**src/rtl/core/mesh_tangent_space_builder_assert.svh**
```systemverilog
// ----------------------------------------------------------------------------
// Mesh tangent space builder: assertion macros
// Shorthand for the clocked, reset-gated checks at the end of the top level.
// ----------------------------------------------------------------------------
`ifndef MESH_TANGENT_SPACE_BUILDER_ASSERT_SVH
`define MESH_TANGENT_SPACE_BUILDER_ASSERT_SVH

// same-cycle implication
`define MTSB_ASSERT_NOW(lbl, ante, cons, msg) \
	lbl: assert property (@(posedge clk) disable iff (!arst_n) (ante) |-> (cons)) \
		else $error(msg);

// next-cycle implication
`define MTSB_ASSERT_NEXT(lbl, ante, cons, msg) \
	lbl: assert property (@(posedge clk) disable iff (!arst_n) (ante) |=> (cons)) \
		else $error(msg);

`endif

```
**src/rtl/core/mtsb_pkg.sv**
```systemverilog
// ----------------------------------------------------------------------------
// Mesh tangent space builder: shared package
// Field widths, arithmetic unit widths, mode codes and the sequencer states.
// ----------------------------------------------------------------------------
package mtsb_pkg;

	localparam int ACC_W  = 40;   // Q26.14 accumulator, saturating
	localparam int POS_W  = 32;   // Q16.16
	localparam int UV_W   = 16;   // Q4.12
	localparam int OUT_W  = 16;   // Q2.14 result
	localparam int DLT_W  = 17;   // uv delta
	localparam int EDGE_W = 33;   // position delta
	localparam int DET_W  = 35;   // uv determinant
	localparam int NUM_W  = 51;   // face numerator
	localparam int MUL_W  = 34;   // shared multiplier operand
	localparam int DIV_NW = 62;   // divider dividend and quotient
	localparam int DIV_DW = 35;   // divider divisor
	localparam int SQ_W   = 64;   // square root radicand
	localparam int RT_W   = 32;   // square root result
	localparam int NRM_W  = 30;   // magnitude limit before squaring

	localparam int POS_MW = 3 * POS_W + 2 * UV_W;
	localparam int ACC_MW = 6 * ACC_W;

	localparam int MUL_STEPS = 14; // seven terms, two products each

	localparam logic signed [ACC_W-1:0] ACC_MAX = {1'b0, {(ACC_W-1){1'b1}}};
	localparam logic signed [ACC_W-1:0] ACC_MIN = {1'b1, {(ACC_W-1){1'b0}}};

	localparam logic [1:0] MODE_LOAD_PU  = 2'd0;
	localparam logic [1:0] MODE_LOAD_VEC = 2'd1;
	localparam logic [1:0] MODE_TRI      = 2'd2;
	localparam logic [1:0] MODE_READ     = 2'd3;

	typedef enum logic [4:0] {
		S_IDLE,
		S_T_RDA,
		S_T_RDB,
		S_T_RDC,
		S_T_DLT,
		S_T_MUL,
		S_T_CHK,
		S_F_GO,
		S_F_WAIT,
		S_A_RD,
		S_A_WR,
		S_R_RD,
		S_R_CAP,
		S_N_MAG,
		S_N_SH,
		S_N_SQ,
		S_N_RT_GO,
		S_N_RT_WAIT,
		S_D_GO,
		S_D_WAIT,
		S_R_FIN
	} st_t;

endpackage

```
**src/rtl/core/mtsb_isqrt.sv**
```systemverilog
// ----------------------------------------------------------------------------
// Mesh tangent space builder: integer square root
// Digit-by-digit floor square root, one result bit per cycle.
// ----------------------------------------------------------------------------
module mtsb_isqrt import mtsb_pkg::*; (
	input  logic            clk,
	input  logic            arst_n,
	input  logic            go,
	input  logic [SQ_W-1:0] radicand,
	output logic            done,
	output logic [RT_W-1:0] root
);

	logic            run_q;
	logic            done_q;
	logic [SQ_W-1:0] x_q;
	logic [SQ_W-1:0] r_q;
	logic [SQ_W-1:0] b_q;
	logic [SQ_W-1:0] trial;
	logic            ge;

	assign trial = r_q + b_q;
	assign ge    = x_q >= trial;

	always_ff @(posedge clk or negedge arst_n) begin
		if (!arst_n) begin
			run_q  <= 1'b0;
			done_q <= 1'b0;
		end else begin
			done_q <= 1'b0;
			if (go) begin
				run_q <= 1'b1;
			end else if (run_q && b_q[0]) begin
				run_q  <= 1'b0;
				done_q <= 1'b1;
			end
		end
	end

	always_ff @(posedge clk) begin
		if (go) begin
			x_q <= radicand;
			r_q <= '0;
			b_q <= SQ_W'(1) << (SQ_W - 2);
		end else if (run_q) begin
			if (ge) begin
				x_q <= x_q - trial;
				r_q <= (r_q >> 1) + b_q;
			end else begin
				r_q <= r_q >> 1;
			end
			b_q <= b_q >> 2;
		end
	end

	assign done = done_q;
	assign root = RT_W'(r_q);

endmodule

```
**config.mk**
```make
export PLATFORM = sky130hd
export DESIGN_NAME = mtsb_isqrt
export DESIGN_NICKNAME = d
export VERILOG_FILES = /design/src/rtl/core/mesh_tangent_space_builder_assert.svh /design/src/rtl/core/mtsb_pkg.sv /design/src/rtl/core/mtsb_isqrt.sv
export SDC_FILE = /design/constraint.sdc
export NUM_CORES = 1
export LEC_CHECK = 0
export BUFFER_PORTS_ARGS = -buffer_cell sky130_fd_sc_hd__buf_2
export CORE_MARGIN = 3
export CORE_UTILIZATION = 47
export DETAILED_ROUTE_END_ITERATION = 7
export PLACE_DENSITY = 0.74
export SYNTH_ARGS = -nofsm -noshare
export SYNTH_HDL_FRONTEND = slang
export SYNTH_SLANG_ARGS = --single-unit
```
**constraint.sdc**
```tcl
create_clock -name clk -period 19.5 [get_ports clk]
set_input_delay 2.925 -clock clk [delete_from_list [all_inputs] [get_ports clk]]
set_output_delay 2.925 -clock clk [all_outputs]
set_load 0.005 [all_outputs]
```
=== Yosys cells after proc, flatten, opt, wreduce, memory -nomap -nowiden ===
Index checks and enable logic that the tools add are counted.

* Output and inout bits: 33
* Input bits: 67
* Bits in registers: 162
* Logic and storage cells: 22

* Muxes and demuxes: 8
* Add/subtract/negate cells: 3
* Reduce and logical (&&, ||, !) cells: 5
* Order comparisons: 1

{| class="wikitable"
|+ Operators by type and width
! operator !! count
|-
| $mux W64 || 4
|-
| $add A63 B63 Y64 || 1
|-
| $add A64 B63 Y64 || 1
|-
| $ge A64 B64 Y1 || 1
|-
| $sub A64 B64 Y64 || 1
|-
| $reduce_bool A2 Y1 || 3
|-
| $mux W1 || 4
|-
| $reduce_and A2 Y1 || 1
|-
| $logic_and A1 B1 Y1 || 1
|}

=== Logic depth before layout (Yosys ltp) ===
* Depth after elaboration: 5
* Depth in mapped cells: 28
* Mapped depth without buffers: 25

=== Least setup slack after synthesis ===
No wires, ideal clock.

* Path kind: register to register
* From: register r_q[2]
* To: register x_q[0], enable pin
* Buffers on the path: 2
* Stages on the path, launching flop included: 24
* Data required time: 19.068 ns
* Period minus slack after synthesis: 6.479 ns
* Setup time: 0.432 ns
* Arrival: 6.046 ns
* Path slack: 13.021 ns
* Path through: dfxtp_1 ha_1 a31o_2 a31oi_1 o21ai_2 a21oi_1 o31ai_4 a21oi_1 o31ai_2 a21o_1 a21oi_1 o21bai_1 xnor2_1 ha_1 clkbuf_1 nand4_1 nor3_1 nand4_1 o31ai_1 a221oi_1 o41ai_1 buf_2 nand2_1 nand2b_1

* Cells in the longest elaborated chain, start to end: 4

{| class="wikitable"
|+ RTL lines
! what !! line !! source
|-
| start: declaration || mtsb_isqrt.sv:17 || <nowiki>logic [SQ_W-1:0] r_q;</nowiki>
|-
| start signal: assignment || mtsb_isqrt.sv:48 || <nowiki>r_q <= (r_q >> 1) + b_q;</nowiki>
|-
| start signal: assignment || mtsb_isqrt.sv:50 || <nowiki>r_q <= r_q >> 1;</nowiki>
|-
| $add A64 B63 Y64 || mtsb_isqrt.sv:22 || <nowiki>assign trial = r_q + b_q;</nowiki>
|-
| $ge A64 B64 Y1 || mtsb_isqrt.sv:23 || <nowiki>assign ge = x_q >= trial;</nowiki>
|-
| $reduce_bool A2 Y1 (no line) || n/a ||
|-
| $reduce_and A2 Y1 (no line) || n/a ||
|-
| end signal: assignment || mtsb_isqrt.sv:42 || <nowiki>x_q <= radicand;</nowiki>
|-
| end signal: assignment || mtsb_isqrt.sv:47 || <nowiki>x_q <= x_q - trial;</nowiki>
|-
| end: declaration || mtsb_isqrt.sv:16 || <nowiki>logic [SQ_W-1:0] x_q;</nowiki>
|}

Every way passes these cells.
A chain may end at the register's enable or synchronous reset.

=== Worst setup path in the final report ===
* From: register r_q[8]
* To: register x_q[40], enable pin

The elaborated chain is that of the path after synthesis.

==> metrics.txt <==
CTS sink cnt 162; Slew Viols, Final 0; Antenna Cells 0; fmax 135 MHz; Core Box Area 31,600 um^2; fin util 0.508; Cell Pwr Density 144 nW/um^2; # hold bufs at CTS 0; vias per inst 6.11; clock latency on the worst-skew pair 0.45 ns; CTS root buffer clkbuf_16; multi-input gate area in the final layout 10,400 um^2; vias 14,121; Antenna Nets Post-Route 0; leakage power 6.57 nW; layout net count 2,094; Net Count, Synth 2,101; asr flop ratio synth 0.0123; 1st-pass router iterations 5; Rel. slew slack 0.187; global-route wire length before repair 67,000 um; Final setup viols 0; gr ovfl total 0; largest net degree at the start of global routing 87; final wirelength 41,400 um; PortBufs 99; Post-synth EDFFs 64; Hold Vio Cnt, Final 0; crit-path leading delay family simple AND/OR/NAND/NOR gates; setup TNS 0 ns; H-tree depth 4; skew final 0.0221 ns; MaxCap Viol Count 0; CP max stage delay 0.68 ns; FP Rows 65; DRC errors left 0; chip height 185 um; VDD IR-drop max 0.0992 mV; Gate Count Post-Synth 1,903; post-cts resize count 0; status completed; Routed WL per cell 17.9 um; final hold slack 0.506 ns; initial antenna violation count 0; CP Max Fanout 38; RSZ-0062 raised after global routing no; Avg Cell Area, Syn 7.93 um^2; Yosys cell types 89; synth warn 0; Buf+Inv Stages, Crit Path 2; Post-CTS Setup Bufs 0; fin crit period 7.39 ns; most frequent CP cell nand4_1; area delta synth->final 6.44%; fillers 3,012; hold crit path type register to register; Data required, critical path 19.59 ns; aggregate global-route resource usage 0.238; Post-Syn Area 15,100 um^2; CTS buffer count 17; Worst Setup End Kind register; FF+latch count, synth 162; register area 3900 um^2; DP HPWL 31,100 um; Setup CP Type register to register; Seq/Total Area, Yosys 0.258; DRT iter0 DRCs 1,193; share of layout cells above drive strength 1 0.0995; Die ar. 34,300 um^2; starting density of the core 0.477; Die X-Extent 185 um; Top FF cell, synth dfxtp_1; Slew @ Worst Pin 1.19 ns; clk buf depth 2; Slowest-stage cell, CP nand2b_2; CP cell instances ha_1 > nand4_1 > nor3_1 > a211o_1 > o21ai_0 > o41ai_2 > a41o_1 > and3_1 > or2_1 > nand4_1 > a21boi_1 > xnor2_1 > ha_1 > and4_1 > nand2_1 > nor3_1 > nand4_1 > o31ai_1 > a221oi_1 > o41ai_2 > buf_4 > nand2_1 > nand2b_2 > buf_4; reg-to-reg slack, setup 12.11 ns; total power 2.31 mW; vias in the first global route 13,444; crit path DAT 7.48 ns; CTS tree yes; RePlAce Congestion 0.968; Tcrit/Tclk final 0.379; I/O Pins 100; CP startpoint kind register; Clk pin slew, worst setup/hold paths 0.08 ns
## layout by cell type (no fill, tap or decap), drive strengths merged, types with 29 or more instances in the layout
cell	n
o21ai	167
o21bai	42
a21oi	127
ha	130
xnor2	68
a211oi	29
nand2	217
dfxtp	96
buf	106
nand4	37
edfxtp	64
mux2i	38
a21o	56
a31oi	56
xor2	84
nor2b	32
inv	43
nor2	204
## cells by family after synthesis
family | after synthesis | synth area share
AO/OA/AOI/OAI | 623 | 0.274
XOR/XNOR | 152 | 0.0882
adder cells (fa/ha/maj) | 131 | 0.109
buffers and inverters | 165 | 0.0521
flip-flops | 162 | 0.258
multiplexers | 42 | 0.0282
AND/OR/NAND/NOR | 628 | 0.190
## final cells by class
type	instances	share of cell area
sequential	162	0.243
clock inverter	13	0.00677
tap	402	0.0313
timing repair buffer	106	0.0345
multi-input combinational	1576	0.649
clock buffer	19	0.0283
inverter	33	0.00771
## state kept, by name, summed over array words and instances, names as in the netlist
name / flops
done: 1
x_q: 64
b_q: 32
r_q: 64
run_q: 1
## per-layer routing
layer / GRT usage / wire [um]
met4: 0.0837 / 1200
met5: 0 / 0
met3: 0.0469 / 2790
met1: 0.317 / 18800
met2: 0.384 / 18600
## Yosys cell counts (all sizes together) (11+ instances only)
cell    instances  area [um^2]
o31ai          13          116
dfxtp          96         1920
a21boi         13         97.6
nor4           13         87.6
ha            130         1630
and2           13         83.8
nand3          23          115
o21bai         42          315
a31oi          56          350
nand2b         11         68.8
nor3           23          120
nand4          37          231
mux2i          38          380
xor2           84          736
a21o           56          420
a21oi         127          662
inv            32          120
nor2b          32          200
a211oi         29          228
a311oi         23          219
edfxtp         64         1920
and3           17          106
nand2         217          815
o21ai         167          866
clkbuf         78          293
nor2          204          768
xnor2          68          596
or3            20          125
buf            54          370
## final timing paths
path	startpoint	endpoint	depth (start not counted)
setup / recovery	r_q[8]	x_q[40]	24
hold / removal	r_q[0]	r_q[0]	2
setup reg to reg	r_q[8]	x_q[40]	24
hold reg to reg	r_q[0]	r_q[0]	2
max in group asynchronous	arst_n	run_q	1
min in group asynchronous	arst_n	run_q	1
## power by group
group / switching [mW] / internal, mW
Combinational: 0.878 / 0.536
Clock: 0.161 / 0.175
Sequential: 0.0748 / 0.487
## per-stage QoR
step	worst slack [ns]	area, um^2	std cells
detailed placement	12.13	15500	2279
CTS	12.10	16100	2311
finish	12.11	16100	2311
floorplan	13.02	15100	1903
global route	11.39	16100	2311
global placement	12.34	15500	2279
## tightest hold or removal path: stages (launching register included)
cell and delay, ns:
dfxtp_1 0.33, nor2_1 0.09, a311oi_1 0.05
Note: power is estimated with default switching activity, not from simulation.
