## src/rtl/core/mesh_tangent_space_builder_assert.svh

```systemverilog
// ----------------------------------------------------------------------------
// Mesh tangent space builder: assertion macros
// Shorthand for the clocked, reset-gated checks at the end of the top level.
// ----------------------------------------------------------------------------
`ifndef MESH_TANGENT_SPACE_BUILDER_ASSERT_SVH
`define MESH_TANGENT_SPACE_BUILDER_ASSERT_SVH

// same-cycle implication
`define MTSB_ASSERT_NOW(lbl, ante, cons, msg) \
	lbl: assert property (@(posedge clk) disable iff (!arst_n) (ante) |-> (cons)) \
		else $error(msg);

// next-cycle implication
`define MTSB_ASSERT_NEXT(lbl, ante, cons, msg) \
	lbl: assert property (@(posedge clk) disable iff (!arst_n) (ante) |=> (cons)) \
		else $error(msg);

`endif

```

## src/rtl/core/mtsb_pkg.sv

```systemverilog
// ----------------------------------------------------------------------------
// Mesh tangent space builder: shared package
// Field widths, arithmetic unit widths, mode codes and the sequencer states.
// ----------------------------------------------------------------------------
package mtsb_pkg;

	localparam int ACC_W  = 40;   // Q26.14 accumulator, saturating
	localparam int POS_W  = 32;   // Q16.16
	localparam int UV_W   = 16;   // Q4.12
	localparam int OUT_W  = 16;   // Q2.14 result
	localparam int DLT_W  = 17;   // uv delta
	localparam int EDGE_W = 33;   // position delta
	localparam int DET_W  = 35;   // uv determinant
	localparam int NUM_W  = 51;   // face numerator
	localparam int MUL_W  = 34;   // shared multiplier operand
	localparam int DIV_NW = 62;   // divider dividend and quotient
	localparam int DIV_DW = 35;   // divider divisor
	localparam int SQ_W   = 64;   // square root radicand
	localparam int RT_W   = 32;   // square root result
	localparam int NRM_W  = 30;   // magnitude limit before squaring

	localparam int POS_MW = 3 * POS_W + 2 * UV_W;
	localparam int ACC_MW = 6 * ACC_W;

	localparam int MUL_STEPS = 14; // seven terms, two products each

	localparam logic signed [ACC_W-1:0] ACC_MAX = {1'b0, {(ACC_W-1){1'b1}}};
	localparam logic signed [ACC_W-1:0] ACC_MIN = {1'b1, {(ACC_W-1){1'b0}}};

	localparam logic [1:0] MODE_LOAD_PU  = 2'd0;
	localparam logic [1:0] MODE_LOAD_VEC = 2'd1;
	localparam logic [1:0] MODE_TRI      = 2'd2;
	localparam logic [1:0] MODE_READ     = 2'd3;

	typedef enum logic [4:0] {
		S_IDLE,
		S_T_RDA,
		S_T_RDB,
		S_T_RDC,
		S_T_DLT,
		S_T_MUL,
		S_T_CHK,
		S_F_GO,
		S_F_WAIT,
		S_A_RD,
		S_A_WR,
		S_R_RD,
		S_R_CAP,
		S_N_MAG,
		S_N_SH,
		S_N_SQ,
		S_N_RT_GO,
		S_N_RT_WAIT,
		S_D_GO,
		S_D_WAIT,
		S_R_FIN
	} st_t;

endpackage

```

## src/rtl/core/mtsb_div.sv

```systemverilog
// ----------------------------------------------------------------------------
// Mesh tangent space builder: serial divider
// Unsigned restoring division, one quotient bit per cycle.
// ----------------------------------------------------------------------------
module mtsb_div import mtsb_pkg::*; (
	input  logic              clk,
	input  logic              arst_n,
	input  logic              go,
	input  logic [DIV_NW-1:0] dividend,
	input  logic [DIV_DW-1:0] divisor,
	output logic              done,
	output logic [DIV_NW-1:0] quotient
);

	localparam int CNT_W = $clog2(DIV_NW);

	logic              run_q;
	logic              done_q;
	logic [CNT_W-1:0]  cnt_q;
	logic [DIV_NW-1:0] quo_q;
	logic [DIV_DW-1:0] rem_q;
	logic [DIV_DW-1:0] dv_q;
	logic [DIV_DW:0]   trial;
	logic [DIV_DW:0]   diff;
	logic              ge;

	assign trial = {rem_q, quo_q[DIV_NW-1]};
	assign diff  = trial - {1'b0, dv_q};
	assign ge    = trial >= {1'b0, dv_q};

	always_ff @(posedge clk or negedge arst_n) begin
		if (!arst_n) begin
			run_q  <= 1'b0;
			done_q <= 1'b0;
			cnt_q  <= '0;
		end else begin
			done_q <= 1'b0;
			if (go) begin
				run_q <= 1'b1;
				cnt_q <= '0;
			end else if (run_q) begin
				cnt_q <= cnt_q + 1'b1;
				if (cnt_q == CNT_W'(DIV_NW - 1)) begin
					run_q  <= 1'b0;
					done_q <= 1'b1;
				end
			end
		end
	end

	// dividend shifts out of the top as quotient bits shift in
	always_ff @(posedge clk) begin
		if (go) begin
			quo_q <= dividend;
			rem_q <= '0;
			dv_q  <= divisor;
		end else if (run_q) begin
			rem_q <= ge ? diff[DIV_DW-1:0] : trial[DIV_DW-1:0];
			quo_q <= {quo_q[DIV_NW-2:0], ge};
		end
	end

	assign done     = done_q;
	assign quotient = quo_q;

endmodule

```

## config.mk

```make
export PLATFORM = sky130hd
export DESIGN_NAME = mtsb_div
export DESIGN_NICKNAME = d
export VERILOG_FILES = /design/src/rtl/core/mesh_tangent_space_builder_assert.svh /design/src/rtl/core/mtsb_pkg.sv /design/src/rtl/core/mtsb_div.sv
export SDC_FILE = /design/constraint.sdc
export NUM_CORES = 1
export LEC_CHECK = 0
export BUFFER_PORTS_ARGS = -buffer_cell sky130_fd_sc_hd__buf_2
export CAP_MARGIN = 20
export CORE_MARGIN = 4
export CORE_UTILIZATION = 51
export CTS_BUF_LIST = sky130_fd_sc_hd__clkbuf_8
export CTS_CLUSTER_SIZE = 12
export DETAILED_ROUTE_END_ITERATION = 7
export PLACE_DENSITY = 0.78
export SETUP_SLACK_MARGIN = 0.1
export SLEW_MARGIN = 25
export SYNTH_ARGS = -nofsm -noshare
export SYNTH_HDL_FRONTEND = slang
export SYNTH_SLANG_ARGS = --single-unit
```

## constraint.sdc

```tcl
create_clock -name clk -period 2.96 [get_ports clk]
set_input_delay 0.592 -clock clk [delete_from_list [all_inputs] [get_ports clk]]
set_output_delay 0.592 -clock clk [all_outputs]
set_load 0.02 [all_outputs]
```

Word level (Yosys, flattened, before mapping)
Index checks and enable logic that the tools add are counted.
- add/subtract/negate cells: 2
- magnitude comparators: 1
- equality and inequality tests: 1
- multiplexer cells: 11
- reduce and logical (&&, ||, !) cells: 1
- operators by type and width (cell ; count):
    2-to-1 mux 62 bit ; 2
    greater-or-equal comparator 36 x 35 -> 1 bit ; 1
    2-to-1 mux 35 bit ; 1
    subtractor 35 bit ; 1
    2-to-1 mux 6 bit ; 2
    adder 6 x 1 -> 6 bit (second input constant) ; 1
    == test 6 bit (second input constant) ; 1
    2-to-1 mux 1 bit ; 6
    nonzero test 2 bit ; 1
- register bits: 140
- output and inout bits: 63
- logic and storage cells: 22

Depth between registers and ports, before layout
Gate-level depths: netlist (run 1).
- depth after elaboration: 4
- mapped depth: 14

Worst setup path after synthesis (run 1)
OpenSTA, ideal clock, no wires.
- path kind: flip-flop to flip-flop
- from: reg quo_q[61], in the netlist quotient[61]
- to: reg rem_q[34]
- library setup time: 115 ps
- data arrival time: 3008 ps
- data required time: 2845 ps
- slack: -162 ps
- cell stages (with the launch flop): 14
- path buffers: 0
- clock period less this slack: 3122 ps
- path through: edfxtp_1 > inv_1 > ha_1 > fa_1 > nor2b_4 > o311a_1 > or3_4 > a41oi_4 > o2111ai_1 > a221o_1 > a21oi_2 > nor4_1 > mux2i_1 > a2111oi_0
- word-level cells in the longest chain between the ends: 2
- elaborated cells on any way between the ends: 3
- classes of those cells: add/sub: 1; order compare: 1; mux: 1
- RTL lines (element ; line ; text):
    start, declared ; mtsb_div.sv:20 ; logic [DIV_NW-1:0] quo_q;
    start signal, assigned ; mtsb_div.sv:54 ; quo_q <= dividend;
    start signal, assigned ; mtsb_div.sv:59 ; quo_q <= {quo_q[DIV_NW-2:0], ge};
    subtractor 35 bit or greater-or-equal comparator 36 x 35 -> 1 bit (tied branches) ; mtsb_div.sv:28, mtsb_div.sv:29 ;
    2-to-1 mux 35 bit * ; mtsb_div.sv:58 ; rem_q <= ge ? diff[DIV_DW-1:0] : trial[DIV_DW-1:0];
    end signal, assigned ; mtsb_div.sv:58 ;
    end, declared ; mtsb_div.sv:21 ; logic [DIV_DW-1:0] rem_q;
Mark *: on every way between the ends. The rest lies on a longest branch, timed or not.
A chain may end at the register's enable or synchronous reset.

Final worst setup path (run 1)
- from: reg quo_q[61], in the netlist quotient[61]
- to: reg rem_q[30]
The elaborated chain is that of the path after synthesis.

==> flow_summary.json, run 1 <==
{
  "status": "finished with violations",
  "violations": "negative setup slack",
  "synth_area_sq_um": 7596,
  "slowest_stage": "edfxtp_1",
  "r2r_end": "rem_q[30]$_SDFFE_PP0P_",
  "setup_violations": 4,
  "hold_viol_final": 0,
  "worstPathArrival_ns": 3.33,
  "rsz0062_at_grt": "true",
  "cp_max_fo": 4,
  "gr-total-overflow": 0,
  "grtUsageTotal_pct": 22.28,
  "yosys.area_share.simple_pct": 10.59,
  "p_leak_nw": 4.384,
  "cp_num_buf_inv": 2,
  "synth_seq_cells": 140,
  "final_common_cell": "buf_2",
  "die_h_um": 130.0,
  "rows": 44,
  "synthAdderAreaFrac_pct": 6.358,
  "hp-class": "input port to flip-flop",
  "yosysTopAreaCell": "edfxtp_1",
  "slew-limit-headroom_pct": 45.00,
  "max_freq_ghz": 0.3293,
  "r2r-start": "quotient[61]$_DFFE_PP_",
  "instances_no_fill": 1116,
  "ff2ff_path_depth": 14,
  "clkSlewWorstSetupHoldPaths_ns": 0.09,
  "cp-end-kind": "flip-flop",
  "worstSetupStartpointType": "flip-flop",
  "cp_top_family": "compound AO/OA/AOI/OAI gates",
  "grt_pass1_wl_um": 29990,
  "cts_made_buffers": 17,
  "pin_count": 163,
  "dp.cells": 1063,
  "syn_nets": 841,
  "drtPass1Iterations": 5,
  "syn_area_per_cell_sq_um": 10.81,
  "cts_sinks": 140,
  "gp_congestion": 0.8978,
  "core_sq_um": 14590,
  "synth_top_area_share_pct": 38.35,
  "hold_path_end": "dv_q[30]$_DFFE_PP_",
  "grt_max_degree": 124,
  "cts_tree": "built",
  "synth-xor-area-share_pct": 3.459,
  "dr.first_iter.drc_count": 466,
  "synth_top_family_by_area": "compound AO/OA/AOI/OAI gates",
  "detail_route.vias_per_cell": 5.642,
  "insertion_delay_ns": 0.45,
  "cp.depth": 14,
  "drv_slew": 0,
  "wire_per_inst_um": 17.51,
  "vias": 6296,
  "synth_cells": 703,
  "dpl.hpwl_um": 13170,
  "maxCapViolCount": 0,
  "h-tree-depth": 4,
  "drc": 0,
  "whs_ns": 0.3178,
  "antenna_found_initial": 0,
  "cp.required_ns": 3.25,
  "max_slew.worst_pin.slew_ns": 0.8251,
  "dp_worst_setup_slack_ns": -0.2563,
  "die-area_sq_um": 16910,
  "start_util_pct": 52.07,
  "synth_seq_area_share_pct": 50.21,
  "clockBufferDepth": 2,
  "fin_nets": 1056,
  "reg2reg_slack_ns": -0.08,
  "worst-setup-path-type": "flip-flop to flip-flop",
  "vdd_drop_max_mv": 0.5022,
  "ys.flop_type": "edfxtp_1",
  "drt_wl_total_um": 19540,
  "grt_pass1_vias": 6144,
  "fin_skew_ns": 0.01769,
  "synth.distinct_cells": 60,
  "min_from": "divisor[30]",
  "power_density_nw_per_um2": 916.3,
  "synth_edf_count": 97,
  "fill_cells": 1070,
  "ys.warnings.count": 0,
  "path_cells": "inv_1 -> ha_2 -> fa_2 -> nor2b_4 -> o311a_1 -> or3_4 -> a41oi_4 -> o2111ai_2 -> a221o_1 -> a21oi_4 -> buf_6 -> o21ai_2 -> o21ai_1 -> a31oi_1",
  "mostFrequentLayoutCells": "buf_2 (161), edfxtp_1 (97), mux2_2 (63)",
  "async_reset_ff_share_pct": 5.714,
  "fin_crit_ns": 3.037,
  "fin_ws_ns": -0.07680,
  "root_buffer": "clkbuf_8",
  "io_buffers": 162,
  "ant_nets": 0,
  "yosys-top-cells-area": "edfxtp_1 (38%), mux2_2 (9.3%), dfxtp_1 (9.2%)",
  "slowest_delay_ns": 0.38,
  "min_period_over_period_pct": 102.6,
  "die_x_um": 130.0,
  "drive_above_1_share_pct": 43.39,
  "areaGrowthSynthToFinish_pct": 30.90,
  "synth.area.mux_share_pct": 10.81,
  "whs_path_depth": 1,
  "synth_compound_area_share_pct": 14.18
}
## synth_stat cells, types with 9 or more instances
cell type  number
o21ai_0        24
dfxtp_1        35
a21oi_1        41
nand4_1        11
xor2_1         12
xnor2_1        18
a211oi_1        9
nand2_1        69
mux2_2         63
buf_2          11
nand3_1        12
nor2_1         54
clkbuf_1       22
ha_1           37
a21o_1         13
o21ai_1        12
mux2i_1        10
a311oi_1       21
edfxtp_1       97
inv_1          49
## worst max-delay path by stage
stage                            from                     end
2_1_floorplan  quotient[61]$_DFFE_PP_  rem_q[34]$_SDFFE_PP0P_
3_3_place_gp   quotient[61]$_DFFE_PP_  rem_q[34]$_SDFFE_PP0P_
3_5_place_dp   quotient[61]$_DFFE_PP_  rem_q[34]$_SDFFE_PP0P_
4_1_cts        quotient[61]$_DFFE_PP_  rem_q[34]$_SDFFE_PP0P_
5_1_grt        quotient[61]$_DFFE_PP_  rem_q[30]$_SDFFE_PP0P_
6_report       quotient[61]$_DFFE_PP_  rem_q[30]$_SDFFE_PP0P_
## power breakdown
group          switching [mW]  leakage, nW  internal [mW]
Sequential              0.296         1.39           2.48
Combinational            2.45         2.78           2.24
Clock                   0.788        0.209          0.860
## metrics by stage
| step | total power [mW] | setup TNS (ns) | utilization (%) | area (sq um) |
|---|---|---|---|---|
| after floorplan | 5.230 | -0.1809 | - | 7605 |
| after global placement | 6.345 | -0.2013 | 61.08 | 8911 |
| after detailed placement | 6.410 | -0.4736 | 61.08 | 8911 |
| after CTS | 8.263 | -0.3824 | 65.04 | 9489 |
| after global routing | 9.652 | -2.546 | 68.14 | 9941 |
| final | 9.112 | -0.2458 | 68.16 | 9943 |
## registers in the layout (all words and copies together) (netlist names)
register and count:
cnt_q 6, dv_q 35, rem_q 35, done 1, run_q 1, quotient 62
## logic make-up (layout without fill, tap and decap cells)
| group | Yosys count | after routing |
|---|---|---|
| other | 0 | 1 |
| muxes | 74 | 74 |
| buffers and inverters | 85 | 312 |
| DFF | 140 | 140 |
| xor gates and xnor gates | 30 | 30 |
| AOI/OAI and AO/OA | 159 | 160 |
| and+or+nand+nor | 177 | 177 |
| adders and majority gates | 38 | 38 |
## layer usage
layer  vias to the layer above  global-route usage [%]  share of wire, %
met1                      2979                   27.14                40
met5                         -                       0                 0
li1                       3020                       -                 -
met3                        35                   8.473               8.3
met4                         0                   6.112               1.8
met2                       262                   37.18                50
## timing repair
item	CTS	global route
gates cloned	1	2
hold buffers	1	0
endpoints found under the setup margin	22	36
hold endpoints to repair	8	0
gates resized for setup	10	90
setup buffers	11	6
pin swaps	15	58
## layout make-up
cell class	instances	area, sq um	area share [%]
clock buffers	18	247.7	2.492
multi-input cells	479	3851	38.73
clock inverters	14	168.9	1.699
flip-flops and latches	140	3816	38.38
inverters	49	186.4	1.875
repair buffers	231	1440	14.48
well taps	184	230.2	2.315
diodes	1	2.502	0.02517
Power figures use the tool's default switching activity.
==> run 2: changes to the inputs <==
--- a/config.mk
+++ b/config.mk
@@ -10,9 +10,8 @@
 export CORE_MARGIN = 4
 export CORE_UTILIZATION = 51
 export CTS_BUF_LIST = sky130_fd_sc_hd__clkbuf_8
-export CTS_CLUSTER_SIZE = 12
 export DETAILED_ROUTE_END_ITERATION = 7
-export PLACE_DENSITY = 0.78
+export PLACE_DENSITY = 0.83
 export SETUP_SLACK_MARGIN = 0.1
 export SLEW_MARGIN = 25
 export SYNTH_ARGS = -nofsm -noshare
==> run 2 against run 1 <==
Compared with the run above: largest cell class unchanged; final cell count is 0.18% higher; the flow still finishes with violations (negative setup slack); sequential cell count stayed put; largest power group unchanged; first-iteration DRC count is 1.9% higher.
==> flow_summary.json, run 2 (synthesis results as in run 1) <==
{
  "status": "finished with violations",
  "violations": "negative setup slack",
  "cts_tree": "built",
  "worstSetupStartpointType": "flip-flop",
  "fin_nets": 1059,
  "min_period_over_period_pct": 102.0,
  "fill_cells": 1041,
  "setup_violations": 4,
  "core_sq_um": 14590,
  "cp_num_buf_inv": 1,
  "rows": 44,
  "insertion_delay_ns": 0.47,
  "fin_crit_ns": 3.020,
  "cp_top_family": "compound AO/OA/AOI/OAI gates",
  "route.met3.wl_um": 1824,
  "cp_max_fo": 2,
  "vdd_drop_max_mv": 0.4930,
  "highest_layer": "met4",
  "gr-total-overflow": 0,
  "gp_congestion": 0.9141,
  "die_h_um": 130.0,
  "start_util_pct": 52.07,
  "worst-setup-path-type": "flip-flop to flip-flop",
  "p_leak_nw": 4.360,
  "n_antenna_cell": 0,
  "drv_slew": 0,
  "wl_met2_um": 10210,
  "r2r_end": "rem_q[34]$_SDFFE_PP0P_",
  "clockBufferDepth": 2,
  "whs_path_depth": 1,
  "power_density_nw_per_um2": 909.7,
  "drc": 0,
  "die-area_sq_um": 16910,
  "slew-limit-headroom_pct": 49.06,
  "fin_skew_ns": 0.01662,
  "ant_nets": 0,
  "whs_ns": 0.2906,
  "cts_sinks": 140,
  "h-tree-depth": 4,
  "min_from": "divisor[33]",
  "clkSlewWorstSetupHoldPaths_ns": 0.09,
  "drt_wl_total_um": 20490,
  "drive_above_1_share_pct": 44.43,
  "io_buffers": 162,
  "slowest_delay_ns": 0.41,
  "mostFrequentLayoutCells": "buf_2 (162), edfxtp_1 (97), mux2_2 (62)",
  "vias": 6424,
  "pin_count": 163,
  "areaGrowthSynthToFinish_pct": 31.64,
  "path_cells": "inv_2 -> ha_4 -> fa_2 -> nor2b_4 -> o311a_4 -> or3_4 -> a41oi_4 -> o2111ai_2 -> a221o_1 -> a21oi_2 -> nor4_2 -> mux2i_1 -> a2111oi_0",
  "max_slew.worst_pin.slew_ns": 0.7641,
  "hold_path_end": "dv_q[33]$_DFFE_PP_",
  "hp-class": "input port to flip-flop",
  "r2r-start": "quotient[61]$_DFFE_PP_",
  "slowest_stage": "edfxtp_1",
  "max_freq_ghz": 0.3312,
  "drt-met1-wl_um": 7944,
  "detail_route.vias_per_cell": 5.746,
  "tns_ns": -0.1660,
  "cts_made_buffers": 17,
  "power_mw": 9.097,
  "largest_reg_flops": 62,
  "hold_viol_final": 0,
  "reg2reg_slack_ns": -0.06,
  "grt_pass1_wl_um": 29610,
  "dpl.hpwl_um": 13120,
  "die_x_um": 130.0,
  "antenna_found_initial": 0,
  "grt_pass1_vias": 6183,
  "worstPathArrival_ns": 3.36,
  "final_common_cell": "buf_2",
  "maxCapViolCount": 0,
  "grtUsageTotal_pct": 22.43,
  "cp-end-kind": "flip-flop",
  "grt_max_degree": 82,
  "cp.required_ns": 3.30,
  "ff2ff_path_depth": 13,
  "rsz0062_at_grt": "true",
  "drtPass1Iterations": 5,
  "root_buffer": "clkbuf_8",
  "wire_per_inst_um": 18.33,
  "fin_util_pct": 68.54,
  "dr.first_iter.drc_count": 475,
  "fin_ws_ns": -0.05975
}
[run 2: worst max path at each step]
stage / start / cells past startpoint / end / slack [ns]
finish: quotient[61]$_DFFE_PP_ / 13 / rem_q[34]$_SDFFE_PP0P_ / -0.06
global route: quotient[61]$_DFFE_PP_ / 14 / rem_q[30]$_SDFFE_PP0P_ / -0.18
CTS: quotient[61]$_DFFE_PP_ / 13 / rem_q[34]$_SDFFE_PP0P_ / -0.12
detailed placement: quotient[61]$_DFFE_PP_ / 13 / rem_q[34]$_SDFFE_PP0P_ / -0.23
global placement: quotient[61]$_DFFE_PP_ / 13 / rem_q[34]$_SDFFE_PP0P_ / -0.11
floorplan: quotient[61]$_DFFE_PP_ / 13 / rem_q[34]$_SDFFE_PP0P_ / -0.14
[run 2: layout make-up]
type	count	area (sq um)	area share (%)
Inverter	49	188.9	1.889
Tap cell	184	230.2	2.302
Sequential cell	140	3819	38.19
Clock buffer	17	234.0	2.340
Multi-Input combinational cell	479	3926	39.26
Timing Repair Buffer	234	1471	14.71
Clock inverter	15	130.1	1.301
[run 2: worst register-to-register path, delay by kind of cell, from the launching register on]
family,cells,cell delay [ns]
and+or+nand+nor,3,0.48
adders and majority gates,2,0.35
buffers and inverters,1,0.09
muxes,1,0.11
DFF,1,0.41
AOI/OAI and AO/OA,6,1.45
[run 2: per-layer routing]
metal  global-route usage [%]  up-vias
li1                         -     3029
met1                    26.99     3056
met2                    36.96      287
met3                    9.046       52
met4                    7.090        0
met5                        0        -
[run 2: where the power goes]
| part | leakage [nW] | total [mW] | switching [mW] | internal, mW |
|---|---|---|---|---|
| combinational | 2.79 | 4.85 | 2.52 | 2.34 |
| clock | 0.180 | 1.44 | 0.832 | 0.604 |
| sequential | 1.39 | 2.81 | 0.328 | 2.48 |
[run 2: metrics by stage]
step           setup slack (ns)  std cells  area, sq um
2_1_floorplan           -0.1359        703         7605
3_3_place_gp            -0.1107       1057         8853
3_5_place_dp            -0.2260       1057         8853
4_1_cts                 -0.1159       1098         9385
5_1_grt                 -0.1779       1118        10000
6_report               -0.05975       1118        10000
[run 2: what timing repair did]
item                       4_1_cts  5_1_grt
gates cloned                     1        4
pin swaps                       15       57
hold endpoints to repair         8        0
setup endpoints to repair       31       36
setup buffers                    7       16
gates resized for setup         19       91
hold buffers                     1        0
